## src/hw/rtl/mesh_face_adjacency_and_centroid_macros.svh

```systemverilog
// Assertion macros for the mesh face adjacency and centroid block.
// Used by the top level; expects signals named clock and reset in scope.
`ifndef MESH_FACE_ADJACENCY_AND_CENTROID_MACROS_SVH
`define MESH_FACE_ADJACENCY_AND_CENTROID_MACROS_SVH

// same-cycle implication, disabled during reset
`define MFAC_ASSERT_IMPLIES(label, ante, cons, msg) \
   label: assert property (@(posedge clock) disable iff (reset) (ante) |-> (cons)) \
      else $error(msg);

// next-cycle implication, disabled during reset
`define MFAC_ASSERT_NEXT(label, ante, cons, msg) \
   label: assert property (@(posedge clock) disable iff (reset) (ante) |=> (cons)) \
      else $error(msg);

`endif

```

## src/hw/rtl/mfac_pkg.sv

```systemverilog
// Package for the mesh face adjacency and centroid block.
// Types, constants and control structs shared by all RTL files; no dependencies.
package mfac_pkg;

   localparam int EDGE_TABLE_DEPTH_DEF = 1024;

   localparam int VID_W  = 16;
   localparam int POS_W  = 32;
   localparam int SUM_W  = 40;
   localparam int CCNT_W = 8;

   localparam logic [CCNT_W-1:0] MAX_CORNERS = 8'd255;

   localparam logic KIND_ADJ      = 1'b0;
   localparam logic KIND_CENTROID = 1'b1;

   typedef enum logic [2:0] {
      ST_IDLE,
      ST_SEARCH,
      ST_ADJ_OUT,
      ST_DIV_START,
      ST_DIV_WAIT,
      ST_CEN_OUT
   } state_type;

   typedef enum logic {
      TBL_IDLE,
      TBL_SCAN
   } tbl_state_type;

   typedef enum logic [1:0] {
      AXIS_X,
      AXIS_Y,
      AXIS_Z
   } axis_type;

   typedef struct packed {
      logic [VID_W-1:0] v_start;
      logic [VID_W-1:0] v_end;
      logic [VID_W-1:0] face;
   } edge_entry_type;

   typedef struct packed {
      logic           start;
      edge_entry_type key;
   } tbl_cmd_type;

   typedef struct packed {
      logic             done;
      logic             found;
      logic             dropped;
      logic [VID_W-1:0] neighbour;
   } tbl_status_type;

   typedef struct packed {
      logic              start;
      logic [SUM_W-1:0]  dividend;
      logic [CCNT_W-1:0] divisor;
   } div_cmd_type;

   typedef struct packed {
      logic             done;
      logic [SUM_W-1:0] quotient;
   } div_status_type;

endpackage

```

## src/hw/rtl/mfac_divider.sv

```systemverilog
// Shared restoring divider, one quotient bit per cycle, unsigned 40 by 8 bits.
// Depends on mfac_pkg.
module mfac_divider (
   input  logic                     clock,
   input  logic                     reset,
   input  mfac_pkg::div_cmd_type    cmd,
   output mfac_pkg::div_status_type status
);

   localparam int SUM_W  = mfac_pkg::SUM_W;
   localparam int CCNT_W = mfac_pkg::CCNT_W;
   localparam int STEP_W = $clog2(SUM_W);
   localparam logic [STEP_W-1:0] LAST_STEP = STEP_W'(SUM_W - 1);

   logic              busy_ff, busy_in;
   logic              done_ff, done_in;
   logic [STEP_W-1:0] step_ff, step_in;
   logic [SUM_W-1:0]  quo_ff, quo_in;
   logic [CCNT_W-1:0] rem_ff, rem_in;
   logic [CCNT_W-1:0] div_ff, div_in;

   logic [CCNT_W:0] trial, diff;
   logic            ge;

   always_comb begin
      trial   = {rem_ff, quo_ff[SUM_W-1]};
      diff    = trial - {1'b0, div_ff};
      ge      = (trial >= {1'b0, div_ff});
      busy_in = busy_ff;
      done_in = 1'b0;
      step_in = step_ff;
      quo_in  = quo_ff;
      rem_in  = rem_ff;
      div_in  = div_ff;
      if (cmd.start) begin
         busy_in = 1'b1;
         step_in = '0;
         quo_in  = cmd.dividend;
         rem_in  = '0;
         div_in  = cmd.divisor;
      end else if (busy_ff) begin
         // remainder stays below the divisor, so it fits the narrow register
         rem_in  = ge ? diff[CCNT_W-1:0] : trial[CCNT_W-1:0];
         quo_in  = {quo_ff[SUM_W-2:0], ge};
         step_in = step_ff + STEP_W'(1);
         if (step_ff == LAST_STEP) begin
            busy_in = 1'b0;
            done_in = 1'b1;
         end
      end
      status.done     = done_ff;
      status.quotient = quo_ff;
   end

   always_ff @(posedge clock) begin
      if (reset) begin
         busy_ff <= 1'b0;
         done_ff <= 1'b0;
      end else begin
         busy_ff <= busy_in;
         done_ff <= done_in;
      end
      step_ff <= step_in;
      quo_ff  <= quo_in;
      rem_ff  <= rem_in;
      div_ff  <= div_in;
   end

endmodule

```

## config.mk

```make
export PLATFORM = sky130hd
export DESIGN_NAME = mfac_divider
export DESIGN_NICKNAME = d
export VERILOG_FILES = /design/src/hw/rtl/mesh_face_adjacency_and_centroid_macros.svh /design/src/hw/rtl/mfac_pkg.sv /design/src/hw/rtl/mfac_divider.sv
export SDC_FILE = /design/constraint.sdc
export NUM_CORES = 1
export LEC_CHECK = 0
export BUFFER_PORTS_ARGS = -buffer_cell sky130_fd_sc_hd__buf_2
export CAP_MARGIN = 20
export CORE_MARGIN = 1
export CORE_UTILIZATION = 46
export DETAILED_ROUTE_END_ITERATION = 8
export PLACE_DENSITY = 0.8
export SLEW_MARGIN = 20
export SYNTH_ARGS = -nofsm -noshare
export SYNTH_HDL_FRONTEND = slang
export SYNTH_SLANG_ARGS = --single-unit
export TNS_END_PERCENT = 5
```

## constraint.sdc

```tcl
create_clock -name clock -period 1.85 [get_ports clock]
set_input_delay 0.37 -clock clock [delete_from_list [all_inputs] [get_ports clock]]
set_output_delay 0.37 -clock clock [all_outputs]
set_load 0.01 [all_outputs]
```

==> reports/summary.txt, run 1 <==
Pin count of the biggest net entering global routing = 28
Period utilization = 1.030
Startpoint types = flop
Area post-placement = 0.003650 mm2
Final hold vios = 0
Number of I/O pins = 92
Max-slew violation count = 0
Syn Inst Count = 224
Portion of synthesized cell area occupied by the leading cell type = 0.4774
Number of antenna violations at the first check in global routing = 0
Wire length of the first global-routing pass = 9984 um
Final RePlAce weighted congestion = 0.8337
Fin nets = 400
Number of fill cells = 509
Longest Clk Path Bufs = 2
Pin slew with the least headroom to its limit = 0.3641 ns
Primary flip-flop cell chosen by synthesis mapping = edfxtp_1
Share of final-layout standard cells stronger than drive strength 1 = 0.5320
Commonest non-fill, non-tap cell in the layout = buf_2
Half-perimeter wire length of the detailed placement result = 4408 um
Critical path capture point type = flop
Ranking of synthesized cells by area = edfxtp_1, mux2_2, dfxtp_1
DR DRC count = 0
Number of enable flip-flop cells after synthesis = 48
TritonCTS clock tree = yes
Worst max-slew margin expressed relative to the limit = 0.7573
Deepest level of the CTS H-tree = 3
Routed wire length = 6182 um
Detail Route Antenna Nets = 0
Vias in the first global route = 2208
Peak supply drop = 0.5748 mV
Number of cell rows = 29
Cell area after layout = 0.003909 mm2
Post-synth net total = 285
Proportion of synthesized flip-flops having asynchronous set or reset = 0
Pwr per Cell Area = 896.3 mW/mm2
Worst endpoint required time = 2.10 ns
Starting density of the core = 0.4755
TritonCTS buffer count = 9
Post-layout util = 0.6156
Unrepaired setup endpoints after global routing = true
Synth Cell Area = 0.003019 mm2
Post-synthesis sequential element count = 64
Max Freq = 0.5249 GHz
Count of distinct cell types in the synthesized netlist = 41
Sequential share of the synthesized area = 0.5835
Drt first-iter violations = 116
Clock skew = 0.006253 ns
Die footprint = 0.006891 mm2
Area leader, netlist = edfxtp_1
Worst endpoint data arrival time = 2.16 ns
Footprint of the multi-input gates = 0.001206 mm2
Die height = 83.02 um
Post-DR vias/cell = 5.138
Run status = finished with violations
Vias = 2163
Total core area = 0.006350 mm2
Clock slew at the register clock pins of the worst setup and hold paths = 0.07 ns
Worst hold-check path type = primary input to flop
Max Fanout on Critical Path = 2
Global-route usage over all layers = 0.1871
Number of setup violations in the final report = 2
Antenna Cells = 0
Number of warnings reported in the yosys synthesis log = 0
Crit path time final = 1.905 ns
Clock latency of the later-clocked register in the worst-skew pair = 0.33 ns
CP Class = flop to flop
Iteration count of the initial detailed-routing pass = 4
Static leakage power = 1.649 nW
Synth-to-Final Area Change = 29.47%
Count of hold-fix buffers inserted at cts = 0
Avg WL per Cell = 14.68 um
Chip Width = 83.02 um
Clk sinks = 64
Area used by sequential logic in the layout = 0.001762 mm2
Violations in the final reports = setup timing
Max-Cap Viols = 0
Post-Synthesis Mean Instance Area = 13.48 um2
Aggregate global routing overflow = 0
Final worst slack = -0.05520 ns
IO buf count = 91
Clock root buffer master = clkbuf_8
Commonest cells after routing, fill and taps aside = buf_2, edfxtp_1, mux2_2, buf_4, nor2_1
==> cell families (layout without fill, tap and decap cells) <==
logic type                 Yosys count  in the layout  share of synthesized area
DFF                                 64             64                     0.5835
AOI/OAI and AO/OA                   26             26                    0.06630
muxes                               46             46                     0.1707
adders and majority gates           10             10                    0.04393
and+or+nand+nor                     49             49                    0.07708
buffers and inverters               20            140                    0.03232
xor gates and xnor gates             9              9                    0.02611
==> Yosys cell counts, types with 5 or more instances <==
library cell,number
a21oi_1,6
dfxtp_1,16
edfxtp_1,48
ha_1,9
inv_1,11
mux2_2,40
mux2i_1,5
nand2_1,13
nor2_1,19
o21ai_0,5
xor2_1,5
==> per-layer routing <==
metal,share of wire,wire [um],vias up,track usage
li1,-,-,1046,-
met2,0.47,2924,73,0.2943
met3,0.062,382,16,0.05268
met1,0.44,2721,1028,0.2332
met5,0,0,-,0
met4,0.025,154,0,0.1019
==> stage by stage <==
| step | worst slack (ns) | power, mW | cells | TNS, ns | hold WS, ns |
|---|---|---|---|---|---|
| after global placement | -0.02484 | 2.354 | 398 | -0.02484 | 0.4690 |
| after CTS | -0.03327 | 3.531 | 420 | -0.03327 | 0.1921 |
| final | -0.05520 | 3.503 | 421 | -0.06390 | 0.2081 |
| after global routing | -0.1077 | 3.654 | 421 | -0.3347 | 0.1865 |
| after floorplan | -0.06752 | 2.136 | 224 | -0.06752 | 0.4424 |
| after detailed placement | -0.1341 | 2.375 | 398 | -0.1899 | 0.4866 |
==> timing repair <==
action / 4_1_cts / 5_1_grt
setup endpoints to repair: 3 / 8
pin swaps: 2 / 3
setup buffers: 6 / 1
hold endpoints to repair: 0 / 0
resized for setup: 4 / 2
==> flip-flops by register name, indices dropped and copies added (netlist names) <==
name,flops
done_ff,1
quo_ff,40
step_ff,6
busy_ff,1
rem_ff,8
div_ff,8
==> area by class of cell <==
type / instances / area share
Clock buffer: 11 / 0.03361
Clock inverter: 5 / 0.01216
Inverter: 11 / 0.01152
Multi-Input combinational cell: 140 / 0.3086
Sequential cell: 64 / 0.4507
Tap cell: 77 / 0.02465
Timing Repair Buffer: 113 / 0.1588
==> path summary, 6_finish.rpt <==
kind / startpoint / endpoint / slack (ns) / depth (start not counted)
max: quo_ff[39] / rem_ff[6] / -0.06 / 8
min: cmd[3] / div_ff[3] / 0.21 / 1
max reg2reg: quo_ff[39] / rem_ff[6] / -0.06 / 8
min reg2reg: step_ff[5] / step_ff[5] / 0.50 / 2
==> worst max-delay path, cell delays in order, from the launching register on <==
cell and delay [ns]:
edfxtp_1 0.40, inv_2 0.10, ha_4 0.14, fa_2 0.21, nand2b_4 0.14, a21oi_2 0.05, or4b_1 0.45, and4_1 0.17
o31ai_2 0.16
==> report_power, final <==
part / switching, mW / internal (mW)
logic: 0.299 / 0.321
clock network: 0.510 / 0.610
registers: 0.0687 / 1.69
total: 0.878 / 2.63
No activity file was read; power rests on OpenSTA's default activity.
==> run 2: changes to the inputs <==
==> constraint.sdc (replaced) <==
create_clock -name clock -period 1.6 [get_ports clock]
set_input_delay 0.32 -clock clock [delete_from_list [all_inputs] [get_ports clock]]
set_output_delay 0.32 -clock clock [all_outputs]
set_load 0.01 [all_outputs]
==> run 2 against run 1 <==
- the flow still finishes with violations (setup timing)
- count of clock-buffer cells in the layout down 2
- final area increased by 4.1%
- non-clock buffer count grew 10
- first-iteration DRC count down 18%
- wire length rose by 6.7%
- combinational power up 24%
- sequential power rose by 16%
- highest routed layer unchanged
- register-to-register slack got worse by 0.28 ns
- largest power group unchanged
==> reports/summary.txt, run 2 (same netlist as run 1, synthesis figures left out) <==
Run status = finished with violations (unchanged)
Violations in the final reports = setup timing (unchanged)
Biggest register = quo_ff (unchanged)
Slowest cell delay on critical path = 0.46 ns (was 0.45 ns)
Clock latency of the later-clocked register in the worst-skew pair = 0.34 ns (was 0.33 ns)
Starting density of the core = 0.4755 (unchanged)
Die footprint = 0.006891 mm2 (unchanged)
TritonCTS buffer count = 9 (unchanged)
DR DRC count = 0 (unchanged)
Number of cell rows = 29 (unchanged)
Static leakage power = 1.718 nW (was 1.649 nW)
Drt first-iter violations = 95 (was 116)
Area post-placement = 0.003792 mm2 (was 0.003650 mm2)
Max-Cap Viols = 0 (unchanged)
Pwr per Cell Area = 1020 mW/mm2 (was 896.3 mW/mm2)
Worst endpoint required time = 1.85 ns (was 2.10 ns)
Period utilization = 1.211 (was 1.030)
Share of final-layout standard cells stronger than drive strength 1 = 0.5593 (was 0.5320)
Ordered list of cells on the worst path = inv_2 -> ha_4 -> fa_2 -> nand2b_4 -> a21oi_2 -> or4b_1 -> and4_1 -> o31ai_2 (unchanged)
Footprint of the multi-input gates = 0.001247 mm2 (was 0.001206 mm2)
Area used by sequential logic in the layout = 0.001762 mm2 (unchanged)
Worst endpoint data arrival time = 2.19 ns (was 2.16 ns)
Count of hold-fix buffers inserted at cts = 0 (unchanged)
Number of setup violations in the final report = 9 (was 2)
IO buf count = 91 (unchanged)
Worst hold-check path type = primary input to flop (unchanged)
Pin slew with the least headroom to its limit = 0.3936 ns (was 0.3641 ns)
Wire length of the first global-routing pass = 10380 um (was 9984 um)
Die height = 83.02 um (unchanged)
Antenna Cells = 0 (unchanged)
Max Freq = 0.5160 GHz (was 0.5249 GHz)
Synth-to-Final Area Change = 34.81% (was 29.47%)
Total core area = 0.006350 mm2 (unchanged)
CP Class = flop to flop (unchanged)
Commonest cells after routing, fill and taps aside = buf_2, edfxtp_1, mux2_2, buf_4, nor2_1 (unchanged)
Number of I/O pins = 92 (unchanged)
Aggregate global routing overflow = 0 (unchanged)
Clk sinks = 64 (unchanged)
Relative contribution of sequential cells to total power = 0.490 (was 0.503)
Slowest stage cell, crit path = or4b_1 (unchanged)
Vias = 2214 (was 2163)
Peak supply drop = 0.6064 mV (was 0.5748 mV)
Avg WL per Cell = 15.31 um (was 14.68 um)
Half-perimeter wire length of the detailed placement result = 4554 um (was 4408 um)
Unrepaired setup endpoints after global routing = true (unchanged)
Final worst slack = -0.3380 ns (was -0.05520 ns)
Routed wire length = 6598 um (was 6182 um)
DP Worst Slack = -0.3567 ns (was -0.1341 ns)
Post-route worst hold slack = 0.1507 ns (was 0.2081 ns)
Total negative slack = -1.472 ns (was -0.06390 ns)
Vias in the first global route = 2229 (was 2208)
Detail Route Antenna Nets = 0 (unchanged)
Max-slew violation count = 0 (unchanged)
Pwr Total = 4.151 mW (was 3.503 mW)
Final hold vios = 0 (unchanged)
# placed instances = 412 (was 398)
Deepest level of the CTS H-tree = 3 (unchanged)
Clock slew at the register clock pins of the worst setup and hold paths = 0.07 ns (about the same)
Global-route usage over all layers = 0.1945 (was 0.1871)
Relative contribution of the clock network to total power = 0.324 (was 0.320)
Chip Width = 83.02 um (unchanged)
Longest Clk Path Bufs = 2 (unchanged)
Post-layout util = 0.6410 (was 0.6156)
Number of non-filler instances in the completed layout = 431 (was 421)
Critical path capture point type = flop (unchanged)
Number of fill cells = 482 (was 509)
Pin count of the biggest net entering global routing = 28 (unchanged)
Fin nets = 410 (was 400)
Clock skew = 0.008206 ns (was 0.006253 ns)
TritonCTS clock tree = yes (unchanged)
Cell area after layout = 0.004070 mm2 (was 0.003909 mm2)
Final RePlAce weighted congestion = 0.7580 (was 0.8337)
Worst max-slew margin expressed relative to the limit = 0.7373 (was 0.7573)
Part of the total power dissipated in combinational logic = 0.186 (was 0.177)
Commonest non-fill, non-tap cell in the layout = buf_2 (unchanged)
Largest registers = quo_ff: 40 flops, div_ff: 8 flops, rem_ff: 8 flops (unchanged)
Max Fanout on Critical Path = 3 (was 2)
Internal power = 3.067 mW (was 2.625 mW)
Number of antenna violations at the first check in global routing = 0 (unchanged)
Share of total power consumed by net switching = 0.2611 (was 0.2506)
Post-DR vias/cell = 5.137 (was 5.138)
Sw Pwr = 1.084 mW (was 0.8780 mW)
Flip-flop count of the largest register, all copies and words added = 40 (unchanged)
Crit path time final = 1.938 ns (was 1.905 ns)
Iteration count of the initial detailed-routing pass = 4 (unchanged)
Startpoint types = flop (unchanged)
Clock root buffer master = clkbuf_8 (unchanged)
## run 2: routing by layer
layer	track usage	vias up	wire length (um)
met5	0	-	0
met4	0.07837	0	119
met3	0.06561	11	477
met2	0.3159	81	3210
met1	0.2380	1054	2791
li1	-	1068	-
## run 2: area by class of cell
| type | count | share of cell area |
|---|---|---|
| multi-input combinational | 140 | 0.3065 |
| inverter | 11 | 0.01107 |
| timing repair buffer | 123 | 0.1801 |
| sequential | 64 | 0.4328 |
| tap | 77 | 0.02367 |
| clock buffer | 9 | 0.03043 |
| clock inverter | 7 | 0.01537 |
## run 2: what timing repair did
item                                    CTS  global route
endpoints found under the hold margin     0             0
pin swaps                                 0             2
gates resized for setup                   6             4
endpoints found under the setup margin    9             9
buffers inserted                          2             1
## run 2: final timing paths
check / start / to / slack, ns / depth (start not counted)
setup / recovery: quo_ff[39] / rem_ff[6] / -0.34 / 8
hold / removal: reset / busy_ff / 0.15 / 2
setup reg to reg: quo_ff[39] / rem_ff[6] / -0.34 / 8
hold reg to reg: step_ff[5] / step_ff[5] / 0.50 / 2
## run 2: worst max-delay path, delay by kind of cell, from the launching register on
| family | cells | cell delay, ns |
|---|---|---|
| AOI/OAI and AO/OA | 2 | 0.23 |
| DFF | 1 | 0.42 |
| and+or+nand+nor | 3 | 0.76 |
| adders and majority gates | 2 | 0.34 |
| buffers and inverters | 1 | 0.10 |
## run 2: power by group through the flow
stage          Clock, mW  Combinational, mW  Sequential [mW]
2_1_floorplan          0              0.357             2.11
3_3_place_gp           0              0.709             2.06
3_5_place_dp           0              0.726             2.06
4_1_cts             1.36              0.753             2.03
5_1_grt             1.43              0.835             2.05
6_report            1.34              0.771             2.04
